==> config.mk <==
export PLATFORM = sky130hd
export DESIGN_NAME = servo_frame_monitor_and_scaler
export DESIGN_NICKNAME = d
export VERILOG_FILES = /design/src/sv/sfm_pkg.sv /design/src/sv/sfm_regs.sv /design/src/sv/sfm_ctrl.sv /design/src/sv/sfm_dp.sv /design/src/sv/servo_frame_monitor_and_scaler.sv
export SDC_FILE = /design/constraint.sdc
export NUM_CORES = 2
export LEC_CHECK = 0
export BUFFER_PORTS_ARGS = -buffer_cell sky130_fd_sc_hd__buf_2
export CAP_MARGIN = 20
export CORE_UTILIZATION = 35
export DETAILED_ROUTE_END_ITERATION = 8
export PLACE_DENSITY = 0.56
export SYNTH_ARGS = -nofsm -noshare
export SYNTH_HDL_FRONTEND = slang
export SYNTH_SLANG_ARGS = --single-unit
==> constraint.sdc <==
create_clock -name clk_i -period 11.05 [get_ports clk_i]
set_input_delay 0.5525 -clock clk_i [delete_from_list [all_inputs] [get_ports clk_i]]
set_output_delay 0.5525 -clock clk_i [all_outputs]
set_load 0.02 [all_outputs]
==> src/sv/sfm_pkg.sv <==
package sfm_pkg;

  localparam int unsigned MaxChannelsDefault = 32;

  localparam int unsigned InDataW  = 72;
  localparam int unsigned OutDataW = 72;
  localparam int unsigned ActW     = 2;
  localparam int unsigned StatusW  = 4;
  localparam int unsigned ChanW    = 5;

  localparam int unsigned ApbAddrW = 5;
  localparam int unsigned ApbDataW = 32;
  localparam int unsigned RegIdxW  = 3;

  localparam int unsigned DivSteps = 16;
  localparam int unsigned DivCntW  = $clog2(DivSteps);

  localparam logic [15:0] Magic16 = 16'd18458;
  localparam logic [15:0] Magic32 = 16'd29569;

  localparam logic [5:0] ChanLimit16 = 6'd16;
  localparam logic [5:0] ChanLimit32 = 6'd32;

  localparam logic [15:0]        TimeoutLimitRst = 16'd10;
  localparam logic [15:0]        ServoMinRst     = 16'd1000;
  localparam logic [15:0]        ServoMaxRst     = 16'd2000;
  localparam logic signed [31:0] MultiplierRst   = 32'sd65536;
  localparam logic signed [31:0] OffsetRst       = 32'sd0;

  localparam logic [RegIdxW-1:0] RegHave32     = 3'd0;
  localparam logic [RegIdxW-1:0] RegTimeout    = 3'd1;
  localparam logic [RegIdxW-1:0] RegServoMin   = 3'd2;
  localparam logic [RegIdxW-1:0] RegServoMax   = 3'd3;
  localparam logic [RegIdxW-1:0] RegMultiplier = 3'd4;
  localparam logic [RegIdxW-1:0] RegOffset     = 3'd5;

  localparam logic [ActW-1:0] ActTimeout = 2'd0;
  localparam logic [ActW-1:0] ActHeader  = 2'd1;
  localparam logic [ActW-1:0] ActPwm     = 2'd2;

  localparam logic [StatusW-1:0] StMiss     = 4'd0;
  localparam logic [StatusW-1:0] StLost     = 4'd1;
  localparam logic [StatusW-1:0] StBadMagic = 4'd2;
  localparam logic [StatusW-1:0] StDup      = 4'd3;
  localparam logic [StatusW-1:0] StInOrder  = 4'd4;
  localparam logic [StatusW-1:0] StSkipped  = 4'd5;
  localparam logic [StatusW-1:0] StRollback = 4'd6;
  localparam logic [StatusW-1:0] StCommand  = 4'd7;
  localparam logic [StatusW-1:0] StBadChan  = 4'd8;
  localparam logic [StatusW-1:0] StDropped  = 4'd9;

  typedef struct packed {
    logic               mode_32ch;
    logic [15:0]        timeout_limit;
    logic [15:0]        pwm_min;
    logic [15:0]        pwm_max;
    logic signed [31:0] multiplier;
    logic signed [31:0] offset;
  } cfg_t;

  typedef struct packed {
    logic accept;
    logic div_step;
    logic sum_en;
    logic mlo_en;
    logic mhi_en;
    logic sat_en;
    logic push;
  } ctrl_cmd_t;

  typedef struct packed {
    logic need_scale;
    logic out_free;
  } dp_stat_t;

endpackage

==> src/sv/sfm_regs.sv <==
module sfm_regs (
  input  logic                           clk_i,
  input  logic                           rst_ni,
  input  logic                           psel,
  input  logic                           penable,
  input  logic                           pwrite,
  input  logic [sfm_pkg::ApbAddrW-1:0]   paddr,
  input  logic [sfm_pkg::ApbDataW-1:0]   pwdata,
  output logic [sfm_pkg::ApbDataW-1:0]   prdata,
  output logic                           pready,
  output sfm_pkg::cfg_t                  cfg_o
);

  sfm_pkg::cfg_t cfg_q, cfg_d;
  logic [sfm_pkg::RegIdxW-1:0] idx;
  logic wr_en;

  assign idx   = paddr[sfm_pkg::ApbAddrW-1:2];
  assign wr_en = psel & penable & pwrite;
  assign pready = 1'b1;
  assign cfg_o  = cfg_q;

  always_comb begin
    cfg_d = cfg_q;
    if (wr_en) begin
      case (idx)
        sfm_pkg::RegHave32:     cfg_d.mode_32ch     = pwdata[0];
        sfm_pkg::RegTimeout:    cfg_d.timeout_limit = pwdata[15:0];
        sfm_pkg::RegServoMin:   cfg_d.pwm_min       = pwdata[15:0];
        sfm_pkg::RegServoMax:   cfg_d.pwm_max       = pwdata[15:0];
        sfm_pkg::RegMultiplier: cfg_d.multiplier    = $signed(pwdata);
        sfm_pkg::RegOffset:     cfg_d.offset        = $signed(pwdata);
        default: ;
      endcase
    end
  end

  always_comb begin
    case (idx)
      sfm_pkg::RegHave32:     prdata = {31'b0, cfg_q.mode_32ch};
      sfm_pkg::RegTimeout:    prdata = {16'b0, cfg_q.timeout_limit};
      sfm_pkg::RegServoMin:   prdata = {16'b0, cfg_q.pwm_min};
      sfm_pkg::RegServoMax:   prdata = {16'b0, cfg_q.pwm_max};
      sfm_pkg::RegMultiplier: prdata = cfg_q.multiplier;
      sfm_pkg::RegOffset:     prdata = cfg_q.offset;
      default:                prdata = '0;
    endcase
  end

  always_ff @(posedge clk_i or negedge rst_ni) begin
    if (!rst_ni) begin
      cfg_q.mode_32ch     <= 1'b0;
      cfg_q.timeout_limit <= sfm_pkg::TimeoutLimitRst;
      cfg_q.pwm_min       <= sfm_pkg::ServoMinRst;
      cfg_q.pwm_max       <= sfm_pkg::ServoMaxRst;
      cfg_q.multiplier    <= sfm_pkg::MultiplierRst;
      cfg_q.offset        <= sfm_pkg::OffsetRst;
    end else begin
      cfg_q <= cfg_d;
    end
  end

endmodule

==> src/sv/sfm_ctrl.sv <==
module sfm_ctrl (
  input  logic                  clk_i,
  input  logic                  rst_ni,
  input  logic                  in_valid_i,
  output logic                  in_ready_o,
  input  sfm_pkg::dp_stat_t     stat_i,
  output sfm_pkg::ctrl_cmd_t    cmd_o
);

  typedef enum logic [6:0] {
    ST_IDLE = 7'b0000001,
    ST_DIV  = 7'b0000010,
    ST_SUM  = 7'b0000100,
    ST_MLO  = 7'b0001000,
    ST_MHI  = 7'b0010000,
    ST_SAT  = 7'b0100000,
    ST_PUSH = 7'b1000000
  } state_e;

  state_e state_q, state_d;
  logic [sfm_pkg::DivCntW-1:0] cnt_q, cnt_d;

  assign in_ready_o = (state_q == ST_IDLE);

  always_comb begin
    state_d = state_q;
    cnt_d   = cnt_q;
    cmd_o   = '0;
    case (state_q)
      ST_IDLE: begin
        if (in_valid_i) begin
          cmd_o.accept = 1'b1;
          cnt_d        = '0;
          state_d      = stat_i.need_scale ? ST_DIV : ST_PUSH;
        end
      end
      ST_DIV: begin
        cmd_o.div_step = 1'b1;
        cnt_d          = cnt_q + 1'b1;
        if (cnt_q == sfm_pkg::DivCntW'(sfm_pkg::DivSteps - 1)) begin
          state_d = ST_SUM;
        end
      end
      ST_SUM: begin
        cmd_o.sum_en = 1'b1;
        state_d      = ST_MLO;
      end
      ST_MLO: begin
        cmd_o.mlo_en = 1'b1;
        state_d      = ST_MHI;
      end
      ST_MHI: begin
        cmd_o.mhi_en = 1'b1;
        state_d      = ST_SAT;
      end
      ST_SAT: begin
        cmd_o.sat_en = 1'b1;
        state_d      = ST_PUSH;
      end
      ST_PUSH: begin
        if (stat_i.out_free) begin
          cmd_o.push = 1'b1;
          state_d    = ST_IDLE;
        end
      end
      default: state_d = ST_IDLE;
    endcase
  end

  always_ff @(posedge clk_i or negedge rst_ni) begin
    if (!rst_ni) begin
      state_q <= ST_IDLE;
      cnt_q   <= '0;
    end else begin
      state_q <= state_d;
      cnt_q   <= cnt_d;
    end
  end

endmodule

==> src/sv/sfm_dp.sv <==
module sfm_dp #(
  parameter int unsigned MaxChannels = sfm_pkg::MaxChannelsDefault
) (
  input  logic                           clk_i,
  input  logic                           rst_ni,
  input  sfm_pkg::cfg_t                  cfg_i,
  input  sfm_pkg::ctrl_cmd_t             cmd_i,
  output sfm_pkg::dp_stat_t              stat_o,
  input  logic [sfm_pkg::ActW-1:0]       in_user_i,
  input  logic [sfm_pkg::InDataW-1:0]    in_data_i,
  output logic                           out_valid_o,
  input  logic                           out_ready_i,
  output logic [sfm_pkg::StatusW-1:0]    out_user_o,
  output logic [sfm_pkg::OutDataW-1:0]   out_data_o
);

  localparam logic [5:0] MaxChan = 6'(MaxChannels);

  // input fields
  logic [15:0]              in_magic, in_rate, in_fc, in_pwm;
  logic [sfm_pkg::ChanW-1:0] in_ch;

  assign in_magic = in_data_i[15:0];
  assign in_rate  = in_data_i[31:16];
  assign in_fc    = in_data_i[47:32];
  assign in_ch    = in_data_i[52:48];
  assign in_pwm   = in_data_i[68:53];

  // link state
  logic        online_q, online_d;
  logic [15:0] miss_q, miss_d;
  logic [15:0] last_q, last_d;
  logic [15:0] rate_q, rate_d;
  logic        fok_q, fok_d;

  // pending result
  logic [sfm_pkg::StatusW-1:0] r_status_q, r_status_d;
  logic                        r_clr_q, r_clr_d;
  logic [sfm_pkg::ChanW-1:0]   r_ch_q, r_ch_d;
  logic [15:0]                 r_missed_q, r_missed_d;
  logic signed [31:0]          r_cmd_q;
  logic                        need_scale;

  // scaling datapath
  logic        raw_zero_q, raw_zero_d, raw_one_q, raw_one_d;
  logic [15:0] rem_q, dvs_q, quo_q;
  logic [16:0] rem2;
  logic        rem_ge;
  logic [16:0] raw17;
  logic signed [32:0] sum_q;
  logic signed [16:0] mul_b;
  logic signed [48:0] prod;
  logic signed [47:0] plo_q;
  logic signed [48:0] phi_q;
  logic signed [49:0] qsum;
  logic signed [31:0] qsat;

  // output register
  logic                        ov_q;
  logic [sfm_pkg::StatusW-1:0] o_status_q;
  logic                        o_online_q, o_clr_q;
  logic [sfm_pkg::ChanW-1:0]   o_ch_q;
  logic signed [31:0]          o_cmd_q;
  logic [15:0]                 o_missed_q, o_rate_q;

  always_comb begin
    logic [16:0] n;
    logic [15:0] want;
    logic [5:0]  lim;
    online_d   = online_q;
    miss_d     = miss_q;
    last_d     = last_q;
    rate_d     = rate_q;
    fok_d      = fok_q;
    r_status_d = sfm_pkg::StDropped;
    r_clr_d    = 1'b0;
    r_ch_d     = '0;
    r_missed_d = '0;
    need_scale = 1'b0;
    n    = {1'b0, miss_q} + 17'd1;
    want = cfg_i.mode_32ch ? sfm_pkg::Magic32 : sfm_pkg::Magic16;
    lim  = cfg_i.mode_32ch ? sfm_pkg::ChanLimit32 : sfm_pkg::ChanLimit16;
    case (in_user_i)
      sfm_pkg::ActTimeout: begin
        fok_d      = 1'b0;
        r_status_d = sfm_pkg::StMiss;
        if (online_q) begin
          if (n > {1'b0, cfg_i.timeout_limit}) begin
            miss_d     = '0;
            online_d   = 1'b0;
            r_status_d = sfm_pkg::StLost;
            r_clr_d    = 1'b1;
          end else begin
            miss_d = n[15:0];
          end
        end
      end
      sfm_pkg::ActHeader: begin
        if (in_magic != want) begin
          r_status_d = sfm_pkg::StBadMagic;
          fok_d      = 1'b0;
        end else begin
          online_d = 1'b1;
          rate_d   = in_rate;
          if (in_fc == last_q) begin
            r_status_d = sfm_pkg::StDup;
            fok_d      = 1'b0;
          end else begin
            if (in_fc == last_q + 16'd1) begin
              r_status_d = sfm_pkg::StInOrder;
            end else if (in_fc < last_q) begin
              r_status_d = sfm_pkg::StRollback;
            end else begin
              r_status_d = sfm_pkg::StSkipped;
            end
            if (r_status_d != sfm_pkg::StRollback) begin
              r_missed_d = in_fc - last_q - 16'd1;
            end
            last_d = in_fc;
            miss_d = '0;
            fok_d  = 1'b1;
          end
        end
      end
      sfm_pkg::ActPwm: begin
        r_ch_d = in_ch;
        if (!fok_q) begin
          r_status_d = sfm_pkg::StDropped;
        end else if ({1'b0, in_ch} >= lim || {1'b0, in_ch} >= MaxChan) begin
          r_status_d = sfm_pkg::StBadChan;
        end else begin
          r_status_d = sfm_pkg::StCommand;
          need_scale = 1'b1;
        end
      end
      default: r_status_d = sfm_pkg::StDropped;
    endcase
  end

  assign raw_zero_d = (cfg_i.pwm_max <= cfg_i.pwm_min) || (in_pwm <= cfg_i.pwm_min);
  assign raw_one_d  = (in_pwm >= cfg_i.pwm_max);

  // restoring divide, one quotient bit a cycle
  assign rem2   = {rem_q, 1'b0};
  assign rem_ge = (rem2 >= {1'b0, dvs_q});

  always_comb begin
    if (raw_zero_q) begin
      raw17 = '0;
    end else if (raw_one_q) begin
      raw17 = 17'h10000;
    end else begin
      raw17 = {1'b0, quo_q};
    end
  end

  // one shared 32x17 multiplier: low half then high half of the sum
  assign mul_b = cmd_i.mlo_en ? $signed({1'b0, sum_q[15:0]}) : $signed(sum_q[32:16]);
  assign prod  = $signed(cfg_i.multiplier) * mul_b;

  assign qsum = $signed({phi_q[48], phi_q}) + $signed({{18{plo_q[47]}}, plo_q[47:16]});

  always_comb begin
    if (qsum[49:31] == {19{qsum[49]}}) begin
      qsat = qsum[31:0];
    end else if (qsum[49]) begin
      qsat = 32'sh8000_0000;
    end else begin
      qsat = 32'sh7fff_ffff;
    end
  end

  always_ff @(posedge clk_i or negedge rst_ni) begin
    if (!rst_ni) begin
      online_q <= 1'b0;
      miss_q   <= '0;
      last_q   <= '0;
      rate_q   <= '0;
      fok_q    <= 1'b0;
    end else if (cmd_i.accept) begin
      online_q <= online_d;
      miss_q   <= miss_d;
      last_q   <= last_d;
      rate_q   <= rate_d;
      fok_q    <= fok_d;
    end
  end

  always_ff @(posedge clk_i) begin
    if (cmd_i.accept) begin
      r_status_q <= r_status_d;
      r_clr_q    <= r_clr_d;
      r_ch_q     <= r_ch_d;
      r_missed_q <= r_missed_d;
      r_cmd_q    <= '0;
      raw_zero_q <= raw_zero_d;
      raw_one_q  <= raw_one_d;
      rem_q      <= in_pwm - cfg_i.pwm_min;
      dvs_q      <= cfg_i.pwm_max - cfg_i.pwm_min;
      quo_q      <= '0;
    end
    if (cmd_i.div_step) begin
      rem_q <= rem_ge ? 16'(rem2 - {1'b0, dvs_q}) : rem2[15:0];
      quo_q <= {quo_q[14:0], rem_ge};
    end
    if (cmd_i.sum_en) begin
      sum_q <= $signed({16'b0, raw17}) + $signed({cfg_i.offset[31], cfg_i.offset});
    end
    if (cmd_i.mlo_en) begin
      plo_q <= prod[47:0];
    end
    if (cmd_i.mhi_en) begin
      phi_q <= prod;
    end
    if (cmd_i.sat_en) begin
      r_cmd_q <= qsat;
    end
  end

  assign stat_o.need_scale = need_scale;
  assign stat_o.out_free   = !ov_q || out_ready_i;

  always_ff @(posedge clk_i or negedge rst_ni) begin
    if (!rst_ni) begin
      ov_q <= 1'b0;
    end else if (cmd_i.push) begin
      ov_q <= 1'b1;
    end else if (out_ready_i) begin
      ov_q <= 1'b0;
    end
  end

  always_ff @(posedge clk_i) begin
    if (cmd_i.push) begin
      o_status_q <= r_status_q;
      o_online_q <= online_q;
      o_clr_q    <= r_clr_q;
      o_ch_q     <= r_ch_q;
      o_cmd_q    <= r_cmd_q;
      o_missed_q <= r_missed_q;
      o_rate_q   <= rate_q;
    end
  end

  assign out_valid_o = ov_q;
  assign out_user_o  = o_status_q;
  assign out_data_o  = {1'b0, o_rate_q, o_missed_q, o_cmd_q, o_ch_q, o_clr_q, o_online_q};

endmodule

==> src/sv/servo_frame_monitor_and_scaler.sv <==
// servo frame monitor and scaler
// input stream: one word per event (receive timeout, packet header or pwm
// channel word), event kind on s_axis_tuser. output stream: one result word
// per input word, status code on m_axis_tuser.
// headers are checked for the mode's magic and sequence; timeouts count
// misses and drop the link past timeout_limit, asking for a command clear.
// pwm words of an accepted frame are scaled to saturated signed q16.16
// commands; configuration goes through the apb port, and the user must write
// it only while the block is idle: the block itself does not enforce this.
// timeout, header and rejected pwm words skip scaling and go to the output register;
// a scaled pwm word first goes through the one-bit-per-cycle restoring
// divider, then sum, two passes through one shared 32x17 multiplier, and saturation.
// words are handled one at a time: a new word is taken only after the last
// one has been pushed into the output register.
// the output register holds a finished word while the receiver stalls; the
// next word is still taken and worked on, then waits until the register frees.
// reset puts the link offline, clears counters and loads register defaults.
module servo_frame_monitor_and_scaler #(
  parameter int unsigned MaxChannels = sfm_pkg::MaxChannelsDefault
) (
  input  logic                           clk_i,
  input  logic                           rst_ni,
  input  logic                           s_axis_tvalid,
  output logic                           s_axis_tready,
  // magic, rate, sequence, channel, pwm_value, zero pad
  input  logic [sfm_pkg::InDataW-1:0]    s_axis_tdata,
  // action
  input  logic [sfm_pkg::ActW-1:0]       s_axis_tuser,
  output logic                           m_axis_tvalid,
  input  logic                           m_axis_tready,
  // online, clear_commands, out_channel, command, missed_frames, rate_seen, zero pad
  output logic [sfm_pkg::OutDataW-1:0]   m_axis_tdata,
  // status
  output logic [sfm_pkg::StatusW-1:0]    m_axis_tuser,
  input  logic                           psel,
  input  logic                           penable,
  input  logic                           pwrite,
  input  logic [sfm_pkg::ApbAddrW-1:0]   paddr,
  input  logic [sfm_pkg::ApbDataW-1:0]   pwdata,
  output logic [sfm_pkg::ApbDataW-1:0]   prdata,
  output logic                           pready
);

  sfm_pkg::cfg_t      cfg;
  sfm_pkg::ctrl_cmd_t cmd;
  sfm_pkg::dp_stat_t  stat;

  sfm_regs u_regs (
    .clk_i   (clk_i),
    .rst_ni  (rst_ni),
    .psel    (psel),
    .penable (penable),
    .pwrite  (pwrite),
    .paddr   (paddr),
    .pwdata  (pwdata),
    .prdata  (prdata),
    .pready  (pready),
    .cfg_o   (cfg)
  );

  sfm_ctrl u_ctrl (
    .clk_i      (clk_i),
    .rst_ni     (rst_ni),
    .in_valid_i (s_axis_tvalid),
    .in_ready_o (s_axis_tready),
    .stat_i     (stat),
    .cmd_o      (cmd)
  );

  sfm_dp #(
    .MaxChannels (MaxChannels)
  ) u_dp (
    .clk_i       (clk_i),
    .rst_ni      (rst_ni),
    .cfg_i       (cfg),
    .cmd_i       (cmd),
    .stat_o      (stat),
    .in_user_i   (s_axis_tuser),
    .in_data_i   (s_axis_tdata),
    .out_valid_o (m_axis_tvalid),
    .out_ready_i (m_axis_tready),
    .out_user_o  (m_axis_tuser),
    .out_data_o  (m_axis_tdata)
  );

endmodule
==> After elaboration in Yosys (flattened, before gate mapping) <==
Cells that the tools add are included.
Widths: inputs -> output; s select.
{ "word_totals": {"regBits": 488, "latchBits": 0, "ram_bits": 0, "rom_bits": 0, "input_bits": 118, "output_inout_bits": 111, "wordCells": 170, "memories": 0} }
{ "op_classes": {"n_addsub": 10, "mul": 1, "div": 0, "order_cmp": 7, "eq_ne": 26, "shift": 0, "mux": 61, "n_bitwise": 6, "n_reduce_logical": 25} }
{ "op_table": {"columns": ["cell", "n"], "rows": [
  ["$pmux 32 s6", 1],
  ["$mux 16", 9],
  ["$mux 32", 4],
  ["$sub 16x16->16", 4],
  ["$mux 17", 3],
  ["$add 49x32->50", 1],
  ["$mul 32x17->49", 1],
  ["$pmux 7 s7", 1],
  ["$mux 4", 10],
  ["$add 18x32->33", 1],
  ["$eq 16x16->1", 2],
  ["$le 16x16->1", 2],
  ["$pmux 16 s2", 1],
  ["$mux 7", 4],
  ["$mux 1", 21],
  ["$eq 18x18->1", 1],
  ["$reduce_and 2->1", 9],
  ["$add 16x1->17 const B", 1],
  ["$ge 17x16->1", 1],
  ["$gt 17x16->1", 1],
  ["$add 16x1->16 const B", 1],
  ["$ge 16x16->1", 1],
  ["$lt 16x16->1", 1],
  ["$ne 16x16->1", 1],
  ["other kinds (36)", 54]
]} }

==> Depth between registers and ports, before layout <==
{ "depth": {"word_depth": 9, "ltp_mapped": 32, "depth_no_buf": 30} }

==> Cells and area by module <==
Synthesis repeated with hierarchy kept, for this count alone.
{ "unflattened": {"hier_cells": 4427, "area_unflattened_um2": 45299.7} }
{ "modules_own_cells": {"columns": ["mod", "instances", "cells_each", "area_per_inst_um2", "seq_area_each_um2"], "rows": [
  ["sfm_dp", 1, 3992, 39231.4, 10194.8],
  ["sfm_regs", 1, 375, 5450.2, 2846.5],
  ["sfm_ctrl", 1, 60, 618.1, 276.5]
]} }

==> Worst setup path before layout <==
OpenSTA, ideal clock, no wires.
{ "synth_path": {"path_type": "register -> register", "start": "register u_ctrl.state_q[4]", "end": "register u_dp.phi_q[48], data pin", "setup_ns": 0.260, "t_arrival_ns": 8.273, "t_required_ns": 10.790, "setup_slack_ns": 2.518, "path_stages_with_launch": 30, "n_path_buf": 2, "synth_period_minus_slack_ns": 8.532, "cell_sequence": "dfrtp_1 nor3_1 nand4b_1 inv_1 buf_1 nand2_1 nand2_1 clkbuf_1 nand2_1 fa_1 inv_1 fa_1 fa_1 fa_1 fa_1 inv_1 fa_1 inv_1 ha_1 a21oi_1 o21ai_0 a221o_1 and3_1 nor3_1 nor2_1 a221oi_1 o21ai_0 or4_1 a31oi_1 xnor2_1"} }
{ "synth_via": {"elab_chain_cells": 4} }
{ "synth_lines": {"columns": ["element", "line", "rtl"], "rows": [
  ["start: declaration", "sfm_ctrl.sv:20", "state_e state_q, state_d;"],
  ["start signal: assignment", "sfm_ctrl.sv:75", "state_q <= state_d;"],
  ["$eq 7x4->1", "sfm_ctrl.sv:29", "case (state_q)"],
  ["$mux 1", "sfm_ctrl.sv:29", null],
  ["$mux 17", "sfm_dp.sv:158", "assign mul_b = cmd_i.mlo_en ? $signed({1'b0, sum_q[15:0]}) : $signed(sum_q[32:16]);"],
  ["$mul 32x17->49", "sfm_dp.sv:159", "assign prod = $signed(cfg_i.multiplier) * mul_b;"],
  ["named net u_dp.prod[48]", "sfm_dp.sv:52", "logic signed [48:0] prod;"],
  ["end signal: assignment", "sfm_dp.sv:213", "phi_q <= prod;"],
  ["end: declaration", "sfm_dp.sv:54", "logic signed [48:0] phi_q;"]
]} }
The timed path passes the listed nets, and every way through them passes these cells.
A chain may end at the register's enable or synchronous reset.

==> Final worst setup path <==
{ "layout_path": {"start": "register u_ctrl.state_q[4]", "end": "register u_dp.phi_q[29], data pin"} }
The elaborated chain is that of the path after synthesis.

==> results.py <==
metrics = {
    "run_status": {
        "outcome": "complete, no violations",
    },
    "drt": {
        "ant_nets": 0,
        "drc": 0,
        "firstDrtPassIters": 9,
        "first_iter_violations": 1940,
        "wl_per_cell_um": 17.9,
        "routed_wl_mm": 113,
        "via_count": 31800,
        "vias_per_cell": 5.02,
    },
    "sta": {
        "rsz0062_at_grt": "no",
        "worstMarginPinSlew_ps": 1080,
        "fmax_ghz": 0.109,
        "setup_tns_ps": 0,
        "finalHoldViolCount": 0,
        "finalSetupViolCount": 0,
        "slew_headroom": 0.279,
        "finalCriticalPeriod_ps": 9190,
        "slew_viol_final": 0,
        "fin_worst_skew_ps": 57.2,
        "period_share": 0.832,
    },
    "floorplan": {
        "io_pins": 229,
        "die_w_um": 360,
        "std_cell_rows": 131,
        "core-area_sq_um": 127000,
        "die_area_sq_um": 130000,
        "die_h_um": 360,
        "initial_utilization": 0.352,
    },
    "setup_path": {
        "crit_arrival_ps": 9500,
        "r2r_setup_slack_ps": 1860,
        "crit_top_cell": "fa_1",
        "rr_startpoint": "u_ctrl.state_q[4]",
        "cpMaxStageDelayCell": "o311ai_0",
        "reg2reg_depth": 29,
        "path_class": "reg -> reg",
        "cp_data_required_time_ps": 11360,
        "reg2reg_to": "u_dp.phi_q[29]",
        "slowest_delay_ps": 760,
        "crit_fanout": 38,
        "end_kind": "flip-flop",
        "startpoint_type": "flip-flop",
    },
    "place": {
        "dp_hpwl_mm": 91.0,
        "port_buffers": 221,
        "gp_congestion": 0.935,
        "place_area_sq_um": 47700,
    },
    "finish": {
        "diodes": 0,
        "syn2layout_area_growth_pct": 10.5,
        "drive_above_1_share": 0.107,
        "layout.nets": 5556,
        "fillers": 12600,
        "design_area_sq_um": 49600,
        "fin_util": 0.390,
    },
    "grt": {
        "grt_pass1_vias": 32900,
        "grt_antenna_before_repair": 0,
        "grt_pass1_wl_mm": 184,
        "grt_overflow": 0,
        "grt_usage": 0.177,
        "grt_max_degree": 72,
    },
    "clock_tree": {
        "hold_buffers": 1,
        "numClockSinks": 472,
        "clockBufferDepth": 3,
        "cts_buffers": 53,
        "cts_tree": "yes",
        "cts_setup_buffers": 0,
        "ctsResizeCount": 0,
        "cts_max_level": 2,
        "clock_latency_ps": 640,
        "path_clk_slew_ps": 60,
        "root_buffer": "clkbuf_16",
    },
    "logic_synthesis": {
        "synthTopCellsByArea": "fa_1, edfxtp_1, dfrtp_1",
        "async_flop_share": 0.371,
        "syn_area_sq_um": 44900,
        "synth_cells": 4515,
        "synth_common_cells": "inv_1, nand2_1, fa_1",
        "synthDominantCellAreaShare": 0.235,
        "yosysMostFrequentCell": "inv_1",
        "synth_nets": 5441,
        "synth_edf_count": 297,
        "yosysTopAreaCell": "fa_1",
        "syn_area_per_cell_sq_um": 9.94,
        "seq_area_frac_synth": 0.297,
        "ys_ff_latch": 472,
        "synth_warnings": 0,
        "yosysUniqueCellTypes": 83,
        "synth_flop_cell": "edfxtp_1",
    },
    "min_path": {
        "hp-start": "m_axis_tready",
        "min_path_cells": 2,
        "hold_class": "in -> reg",
        "holdPathEnd": "u_dp.out_valid_o",
    },
    "flow_run": {
        "cap_violations": 0,
    },
}
## stage by stage
stage | hold slack [ps] | setup WS [ps] | std cells
after global routing | 135 | 1260 | 6337
after floorplan | 257 | 2520 | 4515
after CTS | 93.5 | 1660 | 6334
final | 134 | 1860 | 6337
after detailed placement | 405 | 1670 | 6233
after global placement | 404 | 1680 | 6231
## how the worst max path moves through the flow
stage | from | end | slack [ps] | cells past startpoint
global placement | u_ctrl.state_q[4] | u_dp.phi_q[48] | 1680 | 29
global route | u_ctrl.state_q[4] | u_dp.plo_q[43] | 1260 | 30
floorplan | u_ctrl.state_q[4] | u_dp.phi_q[48] | 2520 | 29
finish | u_ctrl.state_q[4] | u_dp.phi_q[29] | 1860 | 29
CTS | u_ctrl.state_q[4] | u_dp.phi_q[48] | 1660 | 29
detailed placement | u_ctrl.state_q[4] | u_dp.phi_q[48] | 1670 | 29
## per-layer routing
metal	track usage	share of wire	vias up
li1	-	-	15100
met1	0.257	0.49	15900
met2	0.281	0.44	713
met3	0.0204	0.046	126
met4	0.0420	0.022	0
met5	0	0	-
## registers in the layout, indices dropped and copies added, names as in the netlist, 7 cells and up
name	count
u_dp.quo_q	16
u_dp.sum_q	33
u_dp.phi_q	49
u_dp.r_missed_q	16
u_dp.o_missed_q	16
u_dp.rate_q	16
u_dp.miss_q	16
u_regs.cfg_o	113
u_dp.r_cmd_q	32
u_ctrl.state_q	7
u_dp.o_cmd_q	32
u_dp.last_q	16
u_dp.rem_q	16
u_dp.dvs_q	16
u_dp.plo_q	32
u_dp.o_rate_q	16
## kinds of logic (layout without fill, tap and decap cells)
family                     count (synthesis)  in the layout  synth area share
other                                      2              2          0.000167
DFF                                      472            472             0.297
and+or+nand+nor                         1303           1303             0.142
AOI/OAI and AO/OA                        721            721             0.103
xor gates and xnor gates                 197            197            0.0384
buffers and inverters                    884           1044            0.0754
muxes                                    128            128            0.0309
adders and majority gates                808            808             0.313
## layout make-up
cell class | count | area [sq um] | share of cell area
Tap cell | 1662 | 2080 | 0.0419
Inverter | 679 | 2550 | 0.0514
Multi-Input combinational cell | 3159 | 28300 | 0.570
Timing Repair Buffer | 265 | 1520 | 0.0306
Sequential cell | 472 | 13300 | 0.268
Clock inverter | 41 | 515 | 0.0104
Clock buffer | 59 | 1370 | 0.0276
## placed cells by master (no fill, tap or decap), types with 122 or more instances in the layout
cell type and n:
inv_1 677, nand2_1 529, fa_1 527, edfxtp_1 297
ha_1 281, buf_2 220, and2_1 218, o21ai_0 201
nor2_1 179, dfrtp_1 159, a21oi_1 158, xnor2_1 122
## critical path: cells and delay by family (launching register included)
kind,cells,cell delay (ps)
flops,1,430
fa+ha+maj,7,3170
simple gates,7,1630
compound gates,8,2320
buf+inv,7,1290
Power is not shown: default switching activity piles up to over one toggle a cycle in this logic, so the estimate is an artifact.
